$ cat src/sba_pkg.sv
// Shared constants and control types for the sample block averager.
package sba_pkg;

    localparam int SAMPLE_BITS  = 12;
    localparam int COUNT_BITS   = 16;
    localparam int SUM_BITS     = SAMPLE_BITS + COUNT_BITS;
    localparam int TDATA_BITS   = ((SAMPLE_BITS + 7) / 8) * 8;
    localparam int DIV_STEPS    = SUM_BITS;
    localparam int STEP_BITS    = $clog2(DIV_STEPS);

    localparam logic [COUNT_BITS-1:0]  LENGTH_RESET = COUNT_BITS'(777);
    localparam logic [SAMPLE_BITS-1:0] AVG_MAX      = {SAMPLE_BITS{1'b1}};
    localparam logic [STEP_BITS-1:0]   LAST_STEP    = STEP_BITS'(DIV_STEPS - 1);

    typedef enum logic [2:0] {
        ST_IDLE = 3'b001,
        ST_DIV  = 3'b010,
        ST_FIN  = 3'b100
    } sba_state_t;

    typedef struct packed {
        logic accept;
        logic div_step;
        logic load_out;
    } sba_cmd_t;

    typedef struct packed {
        logic blk_end;
        logic div_last;
        logic out_busy;
    } sba_status_t;

endpackage

$ cat src/sample_block_averager_unit.sv
// Top level of the boxcar average decimator.
// An idle unit accepts a sample whenever s_tvalid is high. A sample that completes
// a block starts a one-bit-per-cycle restoring division of the 28-bit sum by the
// block length: s_tready then stays low through the division and the handoff state,
// longer only while the previous average still waits in the output register. The
// output register lets new samples enter while an average waits to be taken. A
// block length of zero acts as one; averages above 4095 saturate to 4095.
module sample_block_averager_unit (
    input  logic                              clk,
    input  logic                              rst_n,
    input  logic                              cfg_we,
    input  logic [sba_pkg::COUNT_BITS-1:0]    cfg_wdata,   // block_length
    input  logic                              s_tvalid,
    output logic                              s_tready,
    input  logic [sba_pkg::TDATA_BITS-1:0]    s_tdata,     // [11:0] sample, rest zero
    output logic                              m_tvalid,
    input  logic                              m_tready,
    output logic [sba_pkg::TDATA_BITS-1:0]    m_tdata      // [11:0] average, rest zero
);
    import sba_pkg::*;

    sba_cmd_t               cmd;
    sba_status_t            status;
    logic [SAMPLE_BITS-1:0] average;

    sba_ctrl u_ctrl (
        .clk      (clk),
        .rst_n    (rst_n),
        .s_tvalid (s_tvalid),
        .s_tready (s_tready),
        .status   (status),
        .cmd      (cmd)
    );

    sba_dp u_dp (
        .clk       (clk),
        .rst_n     (rst_n),
        .cfg_we    (cfg_we),
        .cfg_wdata (cfg_wdata),
        .sample    (s_tdata[SAMPLE_BITS-1:0]),
        .m_tready  (m_tready),
        .m_tvalid  (m_tvalid),
        .average   (average),
        .cmd       (cmd),
        .status    (status)
    );

    assign m_tdata = TDATA_BITS'(average);

endmodule

$ cat src/sba_ctrl.sv
// Controller state machine: sample intake, serial division, result handoff.
module sba_ctrl (
    input  logic                clk,
    input  logic                rst_n,
    input  logic                s_tvalid,
    output logic                s_tready,
    input  sba_pkg::sba_status_t status,
    output sba_pkg::sba_cmd_t    cmd
);
    import sba_pkg::*;

    sba_state_t state_reg;
    sba_state_t state_next;

    always_comb
    begin
        state_next   = state_reg;
        s_tready     = 1'b0;
        cmd          = '0;
        unique case (state_reg)
            ST_IDLE:
            begin
                s_tready   = 1'b1;
                cmd.accept = s_tvalid;
                if (s_tvalid && status.blk_end)
                begin
                    state_next = ST_DIV;
                end
            end
            ST_DIV:
            begin
                cmd.div_step = 1'b1;
                if (status.div_last)
                begin
                    state_next = ST_FIN;
                end
            end
            ST_FIN:
            begin
                // hold the quotient until the output register frees up
                if (!status.out_busy)
                begin
                    cmd.load_out = 1'b1;
                    state_next   = ST_IDLE;
                end
            end
            default:
            begin
                state_next = ST_IDLE;
            end
        endcase
    end

    always_ff @(posedge clk or negedge rst_n)
    begin
        if (!rst_n)
        begin
            state_reg <= ST_IDLE;
        end
        else
        begin
            state_reg <= state_next;
        end
    end

endmodule

$ cat src/sba_dp.sv
// Datapath: length register, accumulator, restoring divider, output register.
module sba_dp (
    input  logic                                clk,
    input  logic                                rst_n,
    input  logic                                cfg_we,
    input  logic [sba_pkg::COUNT_BITS-1:0]      cfg_wdata,
    input  logic [sba_pkg::SAMPLE_BITS-1:0]     sample,
    input  logic                                m_tready,
    output logic                                m_tvalid,
    output logic [sba_pkg::SAMPLE_BITS-1:0]     average,
    input  sba_pkg::sba_cmd_t                   cmd,
    output sba_pkg::sba_status_t                status
);
    import sba_pkg::*;

    logic [COUNT_BITS-1:0]  len_reg;
    logic [SUM_BITS-1:0]    sum_reg,     sum_next;
    logic [COUNT_BITS-1:0]  count_reg,   count_next;
    logic [SUM_BITS-1:0]    dvd_reg,     dvd_next;
    logic [COUNT_BITS-1:0]  rem_reg,     rem_next;
    logic [COUNT_BITS-1:0]  divisor_reg, divisor_next;
    logic [STEP_BITS-1:0]   step_reg,    step_next;
    logic                   valid_reg,   valid_next;
    logic [SAMPLE_BITS-1:0] avg_reg,     avg_next;

    logic [COUNT_BITS-1:0]  len_eff;
    logic [COUNT_BITS-1:0]  count_inc;
    logic [SUM_BITS-1:0]    sum_inc;
    logic [COUNT_BITS:0]    shifted;
    logic [COUNT_BITS:0]    diff;
    logic                   q_bit;
    logic                   blk_end;
    logic                   q_over;

    always_comb
    begin
        // a zero length behaves as one
        len_eff   = (len_reg == '0) ? COUNT_BITS'(1) : len_reg;
        count_inc = count_reg + COUNT_BITS'(1);
        sum_inc   = sum_reg + SUM_BITS'(sample);
        blk_end   = (count_inc >= len_eff);

        shifted = {rem_reg, dvd_reg[SUM_BITS-1]};
        diff    = shifted - {1'b0, divisor_reg};
        q_bit   = (shifted >= {1'b0, divisor_reg});
        q_over  = |dvd_reg[SUM_BITS-1:SAMPLE_BITS];

        sum_next     = sum_reg;
        count_next   = count_reg;
        dvd_next     = dvd_reg;
        rem_next     = rem_reg;
        divisor_next = divisor_reg;
        step_next    = step_reg;
        valid_next   = valid_reg && !m_tready;
        avg_next     = avg_reg;

        if (cmd.accept)
        begin
            if (blk_end)
            begin
                sum_next     = '0;
                count_next   = '0;
                dvd_next     = sum_inc;
                rem_next     = '0;
                divisor_next = len_eff;
                step_next    = '0;
            end
            else
            begin
                sum_next   = sum_inc;
                count_next = count_inc;
            end
        end

        if (cmd.div_step)
        begin
            rem_next  = q_bit ? diff[COUNT_BITS-1:0] : shifted[COUNT_BITS-1:0];
            dvd_next  = {dvd_reg[SUM_BITS-2:0], q_bit};
            step_next = step_reg + STEP_BITS'(1);
        end

        if (cmd.load_out)
        begin
            valid_next = 1'b1;
            avg_next   = q_over ? AVG_MAX : dvd_reg[SAMPLE_BITS-1:0];
        end

        status.blk_end  = blk_end;
        status.div_last = (step_reg == LAST_STEP);
        status.out_busy = valid_reg && !m_tready;
    end

    always_ff @(posedge clk or negedge rst_n)
    begin
        if (!rst_n)
        begin
            len_reg   <= LENGTH_RESET;
            sum_reg   <= '0;
            count_reg <= '0;
            step_reg  <= '0;
            valid_reg <= 1'b0;
        end
        else
        begin
            if (cfg_we)
            begin
                len_reg <= cfg_wdata;
            end
            sum_reg   <= sum_next;
            count_reg <= count_next;
            step_reg  <= step_next;
            valid_reg <= valid_next;
        end
    end

    always_ff @(posedge clk)
    begin
        dvd_reg     <= dvd_next;
        rem_reg     <= rem_next;
        divisor_reg <= divisor_next;
        avg_reg     <= avg_next;
    end

    assign m_tvalid = valid_reg;
    assign average  = avg_reg;

endmodule

$ cat config.mk
export PLATFORM = sky130hd
export DESIGN_NAME = sample_block_averager_unit
export DESIGN_NICKNAME = d
export VERILOG_FILES = /design/src/sba_pkg.sv /design/src/sample_block_averager_unit.sv /design/src/sba_ctrl.sv /design/src/sba_dp.sv
export SDC_FILE = /design/constraint.sdc
export NUM_CORES = 1
export LEC_CHECK = 0
export BUFFER_PORTS_ARGS = -buffer_cell sky130_fd_sc_hd__buf_4
export CAP_MARGIN = 10
export CORE_MARGIN = 2
export CORE_UTILIZATION = 30
export DETAILED_ROUTE_END_ITERATION = 8
export GPL_TIMING_DRIVEN = 0
export SYNTH_ARGS = -nofsm -noshare
export SYNTH_HDL_FRONTEND = slang
export SYNTH_SLANG_ARGS = --single-unit
$ cat constraint.sdc
create_clock -name clk -period 4.9 [get_ports clk]
set_input_delay 0.245 -clock clk [delete_from_list [all_inputs] [get_ports clk]]
set_output_delay 0.245 -clock clk [all_outputs]
set_load 0.005 [all_outputs]
==> summary.txt <==
Synthesis
  • Synth area leaders: edfxtp_1 (26%), dfrtp_1 (19%), ha_1 (7.0%), nand2_1 (5.2%), o21ai_0 (4.4%)
  • Async SR Flop Fraction: 0.489
  • Synthesized area per cell: 9.57 um2
  • Cell count after synthesis: 864
  • Ys Warns: 0
  • Yosys top cell area share: 0.262
  • Area leader, netlist: edfxtp_1
  • Seq/Total Area, Yosys: 0.471
  • Library cells used by synthesis: 68
  • Synthesized cell area: ~8300 um2
  • Ys flop type: edfxtp_1
  • Synth Register Bits: 141
  • Post-synth EDFFs: 72

Critical path
  • Worst path required time: 5030 ps
  • CP top delay family: simple AND/OR/NAND/NOR gates
  • Critical Path AT: approximately 4600 ps
  • Setup CP Type: reg2reg
  • CP dominant cell by count: and3_1
  • R2r endpoint: u_dp.dvd_reg[14]
  • RR Startpoint: u_dp.count_reg[2]
  • Reg2reg setup slack: between 400 and 500 ps
  • Worst Setup Start Kind: register
  • Critical path launch point: u_dp.count_reg[2]
  • CP Capture Point: u_dp.dvd_reg[14]
  • Crit. End Element: register
  • Critical Path, Cell by Cell: nand3_1, nor4_1, and3_1, and3_1, xor2_1, ha_1, nand4_1, nor3_1, a21oi_1, o21ai_4, buf_12
  • Worst path max stage delay: 730 ps
  • Levels on crit path: 11
  • Max FO, Critical Path: 30
  • R2R cell count: 11
  • Worst path slowest cell: nor4_1
  • Crit path buffers/inverters: 1

Drt
  • Final WL: 20800 um
  • Total number of vias: 6720
  • Pre-antenna DRT Iters: 4
  • Routed Antenna Nets: 0
  • Post-route DRC: 0
  • WL per Instance: 16.1 um
  • First-iteration detailed-routing DRC count: 450
  • Via density: between 5 and 6

STA
  • Setup Skew: 16.0 ps
  • Achievable Freq: 0.223 GHz
  • RSZ-0062 raised after global routing: false
  • Final Hold Vio Count: 0
  • Slew Limit Fails: 0
  • Setup violations, final: 0
  • Final setup TNS: 0 ps
  • Period minus WS final: 4480 ps
  • Worst Tran Pin Value: 1050 ps
  • Rel. slew slack: 0.297
  • Fin crit share: 0.913

Power
  • PwrDens: between 300 and 400 nW/um2
  • Max VDD drop: ~230 uV
  • Leakage power: 3.82 nW

Floorplan
  • Die area: 28900 um2
  • Initial Util: 0.306
  • IO Pins: 55
  • Die Ht: 170 um
  • Placeable Area: 27000 um2
  • Die W: ~170 um
  • Placement Rows: 60

Clock network
  • CTS sink count: approximately 140
  • CTS tree: done
  • Clock root buffer: clkbuf_16
  • Resized cells post-CTS: 0
  • H-tree depth: 4
  • Clock buffer count from CTS: 17
  • Clk pin slew, worst setup/hold paths: 60 ps
  • Clock Latency Late Sink: between 400 and 500 ps
  • CTS max path bufs: 2

Run status
  • Status: finished, final reports clean

Finish
  • Commonest non-fill, non-tap cell in the layout: nand2_1
  • Area grow syn2layout: 17.0%
  • Post-route insts no fill: 1290
  • Nets: about 1000
  • Commonest cells after routing, fill and taps aside: nand2_1 (114), o21ai_0 (72), edfxtp_1 (72), dfrtp_1 (64)
  • ANT cells: 0
  • Design area: 9670 um2
  • Share of layout cells above drive strength 1: 0.129

Run
  • Max-cap violations: 0

GRT
  • GRT overflow: 0
  • Largest net degree at the start of global routing: 70
  • Initial antenna violation count: 0
  • Tot GR Track Use: 0.149
  • First-pass GRT wire length: 33600 um
  • Number of global-route vias before repair: 6427

Min path
  • Hold Crit Class: in2reg

Place
  • RD Place Congestion: between 0.8 and 0.9
  • # port buffers: 46
  • Cells after DPL: roughly 1300
  • Post-placement cell area: 9100 um2
  • DP HPWL: 15100 um
tightest hold or removal path, cell delays in order:
cell,delay [ps]
buf_4,80
nand2_1,40
o21ai_0,60
kinds of logic after synthesis:
kind of cell | share of synthesized area
adders and majority gates | 0.0745
and+or+nand+nor | 0.161
DFF | 0.471
AOI/OAI and AO/OA | 0.195
xor gates and xnor gates | 0.0434
buffers and inverters | 0.0468
muxes | 0.00757
other | 0.000454
layer usage:
| layer | vias to the layer above | GRT usage | part of all wire |
|---|---|---|---|
| met5 | - | 0 | 0 |
| met4 | 0 | 0.0546 | 0.019 |
| met3 | 26 | 0.0284 | 0.047 |
| met2 | 166 | 0.242 | 0.47 |
| met1 | 3233 | 0.197 | 0.46 |
| li1 | 3295 | - | - |
how the worst min path moves through the flow:
| stage | from | endpoint | slack, ps | cells past startpoint |
|---|---|---|---|---|
| after floorplan | rst_n | u_ctrl.state_reg[1] | -50 | 0 |
| after global placement | rst_n | u_dp.sum_reg[5] | 460 | 1 |
| after detailed placement | rst_n | u_dp.sum_reg[5] | 450 | 1 |
| after CTS | cfg_wdata[10] | u_dp.len_reg[10] | 9 | 3 |
| after global routing | cfg_wdata[3] | u_dp.len_reg[3] | 30 | 3 |
| final | cfg_wdata[4] | u_dp.len_reg[4] | 20 | 3 |
report_power, final:
group          internal, W  switching [W]  total [W]
combinational     0.000400       0.000602    0.00100
sequential         0.00142       0.000110    0.00153
clock             0.000673       0.000593    0.00127
through the flow:
stage / hold slack (ps) / setup WS [ps] / power, W / utilization
floorplan: -50.6 / 683 / 0.00226 / -
global placement: 456 / -736 / 0.00251 / 0.335
detailed placement: 446 / 429 / 0.00254 / 0.337
CTS: 8.92 / 395 / 0.00381 / 0.358
global route: 26.8 / 44.4 / 0.00401 / 0.358
finish: 16.3 / 424 / 0.00379 / 0.358
repair_timing:
| action | in CTS | in global routing |
|---|---|---|
| hold buffers | 1 | 0 |
| hold endpoints to repair | 28 | 0 |
| setup buffers | 0 | 0 |
cells in the mapped netlist, types with 10 or more instances:
master and n:
nand2_1 114, edfxtp_1 72, o21ai_0 72, dfrtp_1 64, a21oi_1 52, ha_1 46, inv_1 46, clkbuf_1 43
nor2_1 35, nand3_1 34, xnor2_1 29, nor3_1 17, o211ai_1 14, or2_2 14, a21o_1 13, a211oi_1 12
a22o_1 12, a31oi_1 12, xor2_1 12, nand2b_1 10, nor4_1 10
final cells by class:
cell class,count,area [um2]
multi-input combinational,628,4010
clock inverter,15,140
sequential,141,3890
buffer,52,214
clock buffer,17,425
inverter,46,173
tap,341,427
timing repair buffer,50,390
fill,2723,17400
No activity file was read; power rests on OpenSTA's default activity.
